[src/rtl/cdq_pkg.sv]
// Shared types, sizes and index helpers for the circular deque.
// Used by cdq_ptr and circular_deque; depends on nothing else.
package cdq_pkg;

  localparam int DEPTH    = 16;
  localparam int IDX_W    = $clog2(DEPTH);
  localparam int DATA_W   = 32;
  localparam int CAP_W    = 5;
  localparam int ACT_W    = 2;
  localparam int STATUS_W = 2;

  localparam logic [CAP_W-1:0] CAP_RESET = CAP_W'(16);

  typedef enum logic [ACT_W-1:0] {
    ACT_PUSH_REAR  = 2'd0,
    ACT_PUSH_FRONT = 2'd1,
    ACT_POP_FRONT  = 2'd2,
    ACT_NOP        = 2'd3
  } action_t;

  typedef enum logic [STATUS_W-1:0] {
    ST_DONE  = 2'd0,
    ST_FULL  = 2'd1,
    ST_EMPTY = 2'd2
  } status_t;

  typedef enum logic {
    S_IDLE,
    S_READ
  } state_t;

  // Decision for one operation, handed from the pointer unit to the top level.
  typedef struct packed {
    status_t          status;
    logic             wr_en;
    logic             rd_en;
    logic [IDX_W-1:0] addr;
  } cdq_dec_t;

  // An index at or beyond the last entry in use wraps to zero.
  function automatic logic [IDX_W-1:0] idx_advance(input logic [IDX_W-1:0] i,
                                                   input logic [IDX_W-1:0] last);
    return (i >= last) ? '0 : i + IDX_W'(1);
  endfunction

  // Index zero steps back to the last entry in use.
  function automatic logic [IDX_W-1:0] idx_retreat(input logic [IDX_W-1:0] i,
                                                   input logic [IDX_W-1:0] last);
    return (i == '0) ? last : i - IDX_W'(1);
  endfunction

endpackage

[src/rtl/cdq_ram.sv]
// Generic single-port synchronous RAM with a registered read.
// Stand-alone; no package needed.
module cdq_ram #(
  parameter int WIDTH = 32,
  parameter int DEPTH = 16
) (
  input  logic                     clk,
  input  logic                     we,
  input  logic                     re,
  input  logic [$clog2(DEPTH)-1:0] addr,
  input  logic [WIDTH-1:0]         wdata,
  output logic [WIDTH-1:0]         rdata
);

  logic [WIDTH-1:0] mem [DEPTH];

  always_ff @(posedge clk) begin
    if (we) begin
      mem[addr] <= wdata;
    end
  end

  always_ff @(posedge clk) begin
    if (re) begin
      rdata <= mem[addr];
    end
  end

endmodule

[src/rtl/cdq_ptr.sv]
// Pointer unit: capacity register, head and tail indexes, empty flag,
// and the per-operation decision. Depends on cdq_pkg.
module cdq_ptr (
  input  logic                       clk,
  input  logic                       rst,
  input  logic                       cfg_we,
  input  logic [cdq_pkg::CAP_W-1:0]  cfg_data,
  input  logic                       fire,
  input  logic [cdq_pkg::ACT_W-1:0]  action,
  output cdq_pkg::cdq_dec_t          dec
);
  import cdq_pkg::*;

  logic [CAP_W-1:0] capacity;
  logic [IDX_W-1:0] head, head_next;
  logic [IDX_W-1:0] tail, tail_next;
  logic             empty, empty_next;
  logic [IDX_W-1:0] last;
  logic             full;
  action_t          act;

  // Clamp the capacity register to 1..DEPTH and keep the last usable index.
  always_comb begin
    if (capacity == '0) begin
      last = '0;
    end else if (32'(capacity) > 32'(DEPTH)) begin
      last = IDX_W'(DEPTH - 1);
    end else begin
      last = IDX_W'(capacity - CAP_W'(1));
    end
  end

  assign act  = action_t'(action);
  assign full = !empty && (idx_advance(tail, last) == head);

  always_comb begin
    head_next  = head;
    tail_next  = tail;
    empty_next = empty;
    dec.status = ST_DONE;
    dec.wr_en  = 1'b0;
    dec.rd_en  = 1'b0;
    dec.addr   = head;
    case (act)
      ACT_PUSH_REAR, ACT_PUSH_FRONT: begin
        if (full) begin
          dec.status = ST_FULL;
        end else if (empty) begin
          head_next  = '0;
          tail_next  = '0;
          empty_next = 1'b0;
          dec.wr_en  = fire;
          dec.addr   = '0;
        end else if (act == ACT_PUSH_REAR) begin
          tail_next = idx_advance(tail, last);
          dec.wr_en = fire;
          dec.addr  = tail_next;
        end else begin
          head_next = idx_retreat(head, last);
          dec.wr_en = fire;
          dec.addr  = head_next;
        end
      end
      ACT_POP_FRONT: begin
        if (empty) begin
          dec.status = ST_EMPTY;
        end else begin
          dec.rd_en = fire;
          dec.addr  = head;
          if (head == tail) begin
            head_next  = '0;
            tail_next  = '0;
            empty_next = 1'b1;
          end else begin
            head_next = idx_advance(head, last);
          end
        end
      end
      default: begin
      end
    endcase
  end

  always_ff @(posedge clk) begin
    if (rst) begin
      capacity <= CAP_RESET;
    end else if (cfg_we) begin
      capacity <= cfg_data;
    end
  end

  always_ff @(posedge clk) begin
    if (rst) begin
      head  <= '0;
      tail  <= '0;
      empty <= 1'b1;
    end else if (fire) begin
      head  <= head_next;
      tail  <= tail_next;
      empty <= empty_next;
    end
  end

endmodule

[src/rtl/circular_deque.sv]
// Top level of the circular deque: sequencer, result register and the
// ring memory. Depends on cdq_pkg, cdq_ptr and cdq_ram.
//
// Usage: each beat on the item channel carries an action (push at the
// rear, push at the front, pop at the front, or the unused code, which
// does nothing) and a 32-bit value. Every item produces exactly one
// beat on the result channel with a status and, for a successful pop,
// the word taken from the front; popped_value is zero otherwise.
// A push to a full queue or a pop from an empty queue is refused with
// the matching status and changes nothing.
// Flow: pushes, refusals and the no-op are answered from the result
// register, loaded when the item is accepted, so they run at one item
// per cycle while the result channel does not stall. A successful pop
// reads the ring memory through its registered read port and loads the
// result register in S_READ; the item channel stalls in S_READ.
// The capacity register is written through cfg_we and cfg_data; the user
// must do so only while idle (not enforced); it resets to 16 entries.
// Reset clears the queue to empty and drops any pending result; the
// memory contents are not cleared. When the receiver stalls, the result
// beat holds and the item channel stalls until the result is taken.
module circular_deque (
  input  logic                           clk,
  input  logic                           rst,
  input  logic                           cfg_we,
  input  logic [cdq_pkg::CAP_W-1:0]      cfg_data,
  input  logic                           item_valid,
  output logic                           item_stall,
  input  logic [cdq_pkg::ACT_W-1:0]      action,
  input  logic signed [cdq_pkg::DATA_W-1:0] value,
  output logic                           result_valid,
  input  logic                           result_stall,
  output logic [cdq_pkg::STATUS_W-1:0]   status,
  output logic signed [cdq_pkg::DATA_W-1:0] popped_value
);
  import cdq_pkg::*;

  state_t             state, state_next;
  cdq_dec_t           dec;
  logic               fire;
  logic               out_free;
  logic               load_direct;
  logic               load_read;
  logic [DATA_W-1:0]  rdata;

  // The result register is free when it is empty or its beat leaves now.
  assign out_free = !result_valid || !result_stall;
  assign fire     = item_valid && !item_stall;

  cdq_ptr u_ptr (
    .clk      (clk),
    .rst      (rst),
    .cfg_we   (cfg_we),
    .cfg_data (cfg_data),
    .fire     (fire),
    .action   (action),
    .dec      (dec)
  );

  cdq_ram #(
    .WIDTH (DATA_W),
    .DEPTH (DEPTH)
  ) u_ram (
    .clk   (clk),
    .we    (dec.wr_en),
    .re    (dec.rd_en),
    .addr  (dec.addr),
    .wdata (value),
    .rdata (rdata)
  );

  // Next state: a successful pop waits in S_READ for the memory read.
  always_comb begin
    state_next = state;
    case (state)
      S_IDLE: begin
        if (fire && dec.rd_en) begin
          state_next = S_READ;
        end
      end
      S_READ: begin
        state_next = S_IDLE;
      end
      default: begin
        state_next = S_IDLE;
      end
    endcase
  end

  // Outputs of the sequencer. In the read cycle the result register is
  // known to be empty, since the pop was only taken when it was free.
  always_comb begin
    item_stall  = 1'b1;
    load_direct = 1'b0;
    load_read   = 1'b0;
    case (state)
      S_IDLE: begin
        item_stall  = !out_free;
        load_direct = item_valid && out_free && !dec.rd_en;
      end
      S_READ: begin
        load_read = 1'b1;
      end
      default: begin
      end
    endcase
  end

  always_ff @(posedge clk) begin
    if (rst) begin
      state <= S_IDLE;
    end else begin
      state <= state_next;
    end
  end

  always_ff @(posedge clk) begin
    if (rst) begin
      result_valid <= 1'b0;
    end else if (load_direct || load_read) begin
      result_valid <= 1'b1;
    end else if (!result_stall) begin
      result_valid <= 1'b0;
    end
  end

  always_ff @(posedge clk) begin
    if (load_direct) begin
      status       <= dec.status;
      popped_value <= '0;
    end else if (load_read) begin
      status       <= ST_DONE;
      popped_value <= rdata;
    end
  end

endmodule
[config.mk]
export PLATFORM = sky130hd
export DESIGN_NAME = circular_deque
export DESIGN_NICKNAME = d
export VERILOG_FILES = /design/src/rtl/cdq_pkg.sv /design/src/rtl/cdq_ram.sv /design/src/rtl/cdq_ptr.sv /design/src/rtl/circular_deque.sv
export SDC_FILE = /design/constraint.sdc
export NUM_CORES = 1
export LEC_CHECK = 0
export ABC_AREA = 1
export BUFFER_PORTS_ARGS = -buffer_cell sky130_fd_sc_hd__clkbuf_2
export CORE_MARGIN = 2
export CORE_UTILIZATION = 44
export DETAILED_ROUTE_END_ITERATION = 8
export MAX_ROUTING_LAYER = met4
export SLEW_MARGIN = 5
export SYNTH_ARGS = -nofsm -noshare
export SYNTH_HDL_FRONTEND = slang
export SYNTH_HIERARCHICAL = 1
export SYNTH_SLANG_ARGS = --single-unit
[constraint.sdc]
create_clock -name clk -period 10.55 [get_ports clk]
set_input_delay 3.165 -clock clk [delete_from_list [all_inputs] [get_ports clk]]
set_output_delay 3.165 -clock clk [all_outputs]
set_load 0.02 [all_outputs]
==> results.yml <==
setup_path:
  crit_family: "buffers and inverters"
  crit_buf_inv: 2
  critPathKind: "in -> out"
  path_cells: "clkbuf_2 -> nand2_1 -> nand2_2 -> clkbuf_2"
  slowest_delay_ns: 0.20
  crit_path_frequent_cell: "clkbuf_2"
  cp_max_fo: 7
  slowest_stage: "clkbuf_2"
  crit_required_ns: 7.39
  startpoint_type: "input port"
  cp.arrival_ns: 3.67
  endpoint_kind: "output port"
routing:
  drc_errors: 0
  viasPerCell: 4.84
  ant_nets: 0
  num_vias: 16700
  first_iter_violations: 1109
  wire_per_inst_um: 17.2
  routed_wl_um: 59600
  drtPass1Iterations: 7
power:
  p_leak_nw: 12.2
  power_density_nw_per_um2: 192
  ir_drop_mv: 0.110
cells_and_area:
  layout_commonest_cell: "nand2_1"
  fin_util: 0.497
  area_growth_pct: 12.0
  final_cell_mix: "1,469 x nand2_1, 546 x edfxtp_1, 162 x inv_1"
  layout.nets: 2699
  n_antenna_cell: 0
  fillCellCount: 5209
  drive_gt1_frac: 0.0839
  finalInstanceArea_um2: 28600
timing:
  maxSlewHeadroom: 0.0795
  fin_crit_sh: 0.648
  setup_tns_ns: 0
  rsz0062_at_grt: "no"
  setup_viol_count_final: 0
  clock_skew_ns: 0.0172
  slew_viol_final: 0
  fin_hold_ws_ns: 0.518
  min_period_ns: 6.83
  worst_pin_slew_ns: 1.38
  fin_ws_ns: 3.72
  hold_viol: 0
  fmax_mhz: 146
floorplan:
  num_io_pins: 80
  core_area_um2: 57600
  die_area_um2: 60100
  start_util: 0.444
  num_rows: 88
  dieHeight_um: 245
  dieWidth_um: 245
synth:
  netlist_area_um2: 25600
  synth_fp_nets: 2646
  synth_warnings: 6
  syn_avg_cell_area_um2: 9.87
  syn_inst: 2590
  yosysUniqueCellTypes: 35
  ys_seq_area_frac: 0.679
  synth-seq-cells: 594
place:
  place_congestion: 0.834
  numPortBuffers: 79
  place_area_um2: 26400
  post-dp-hpwl_um: 31900
  place_ws_ns: 3.40
cts:
  postCtsHoldBufs: 0
  path_clk_slew_ns: 0.05
  cts_buffers: 66
  clock_latency_ns: 0.59
  post_cts_buffers: 0
  cts.htree.levels: 3
  clk_path_buf_depth: 3
  cts_root_buf: "clkbuf_16"
  ctsResizeCount: 0
  cts_tree: "built"
  cts_sinks: 594
job:
  maxCapViolations: 0
global_route:
  grt_max_degree: 233
  antenna_found_initial: 0
  grt_pass1_vias: 16500
  grt-ovfl-total: 0
  track_usage: 0.208
  grt_first_pass_wirelength_um: 92800
status:
  status: "complete, no violations"
hold_path:
  hold_path.class: "reg -> reg"
synth_stat cells, drive strengths merged:
master | n | area, um2
dfxtp | 48 | 961
nand2 | 1473 | 5540
o21ai | 15 | 75.1
ha | 12 | 150
a21oi | 9 | 60.1
clkinv | 8 | 30.0
xnor2 | 5 | 43.8
buf | 99 | 739
nor2 | 152 | 588
nor3 | 3 | 15.0
o32ai | 4 | 35.0
o21bai | 1 | 7.51
nand3b | 1 | 7.51
edfxtp | 546 | 16400
xor2 | 3 | 26.3
nand3 | 18 | 103
clkbuf | 12 | 45.0
o22ai | 4 | 25.0
a31oi | 1 | 6.26
nand4 | 8 | 80.1
inv | 168 | 636
kinds of logic after synthesis:
logic type	after synthesis	synth area share
AO/OA/AOI/OAI	34	0.00817
AND/OR/NAND/NOR	1655	0.248
adder cells (fa/ha/maj)	12	0.00587
buffers and inverters	287	0.0567
XOR/XNOR	8	0.00274
flip-flops	594	0.679
final cells by class:
type,count,area [um2],share of cell area
Sequential cell,594,17400,0.606
Multi-Input combinational cell,1709,6900,0.241
Clock buffer,92,1890,0.0658
Tap cell,765,957,0.0334
Inverter,176,676,0.0236
Timing Repair Buffer,96,573,0.0200
Clock inverter,27,293,0.0102
routing by layer:
layer	track usage	routed length, um	up-vias
met5	-	0	-
met4	0.0678	1240	0
met3	0.0358	3410	84
met2	0.337	28100	445
met1	0.268	26800	7887
li1	-	-	8329
power breakdown:
part           switching [mW]  internal [mW]  total (mW)  leakage, nW
registers              0.0123           2.61        2.62         5.31
logic                   0.440          0.152       0.592         5.85
clock network           0.901           1.40        2.30         1.05
total                    1.35           4.16        5.51         12.2
sequential cells by signal, summed over array words and instances (netlist names):
| signal | cells |
|---|---|
| u_ram/mem | 512 |
| state | 1 |
| u_ram/rdata | 32 |
| popped_value | 32 |
| result_valid | 1 |
| u_ptr/tail | 4 |
| u_ptr/capacity | 5 |
| u_ptr/head | 4 |
| status | 2 |
| u_ptr/empty | 1 |
stage by stage:
stage	power, mW	cells
floorplan	3.10	2590
global placement	3.26	3337
detailed placement	3.27	3338
CTS	5.56	3457
global route	5.74	3459
finish	5.51	3459
worst paths after layout:
check | from | to | slack [ns] | cells past startpoint
max | result_stall | item_stall | 3.72 | 4
min reg2reg | u_ptr/capacity[1]$_SDFFE_PP0P_ | u_ptr/capacity[1]$_SDFFE_PP0P_ | 0.52 | 2
max reg2reg | u_ptr/capacity[0]$_SDFFE_PP0P_ | u_ram/mem[13][8]$_DFFE_PP_ | 4.59 | 20
min | u_ptr/capacity[1]$_SDFFE_PP0P_ | u_ptr/capacity[1]$_SDFFE_PP0P_ | 0.52 | 2
worst min-delay path, cell delays in order, from the launching register on:
cell	delay (ns)
dfxtp_1	0.30
inv_1	0.09
a21oi_1	0.08
Note: power is estimated with default switching activity, not from simulation.
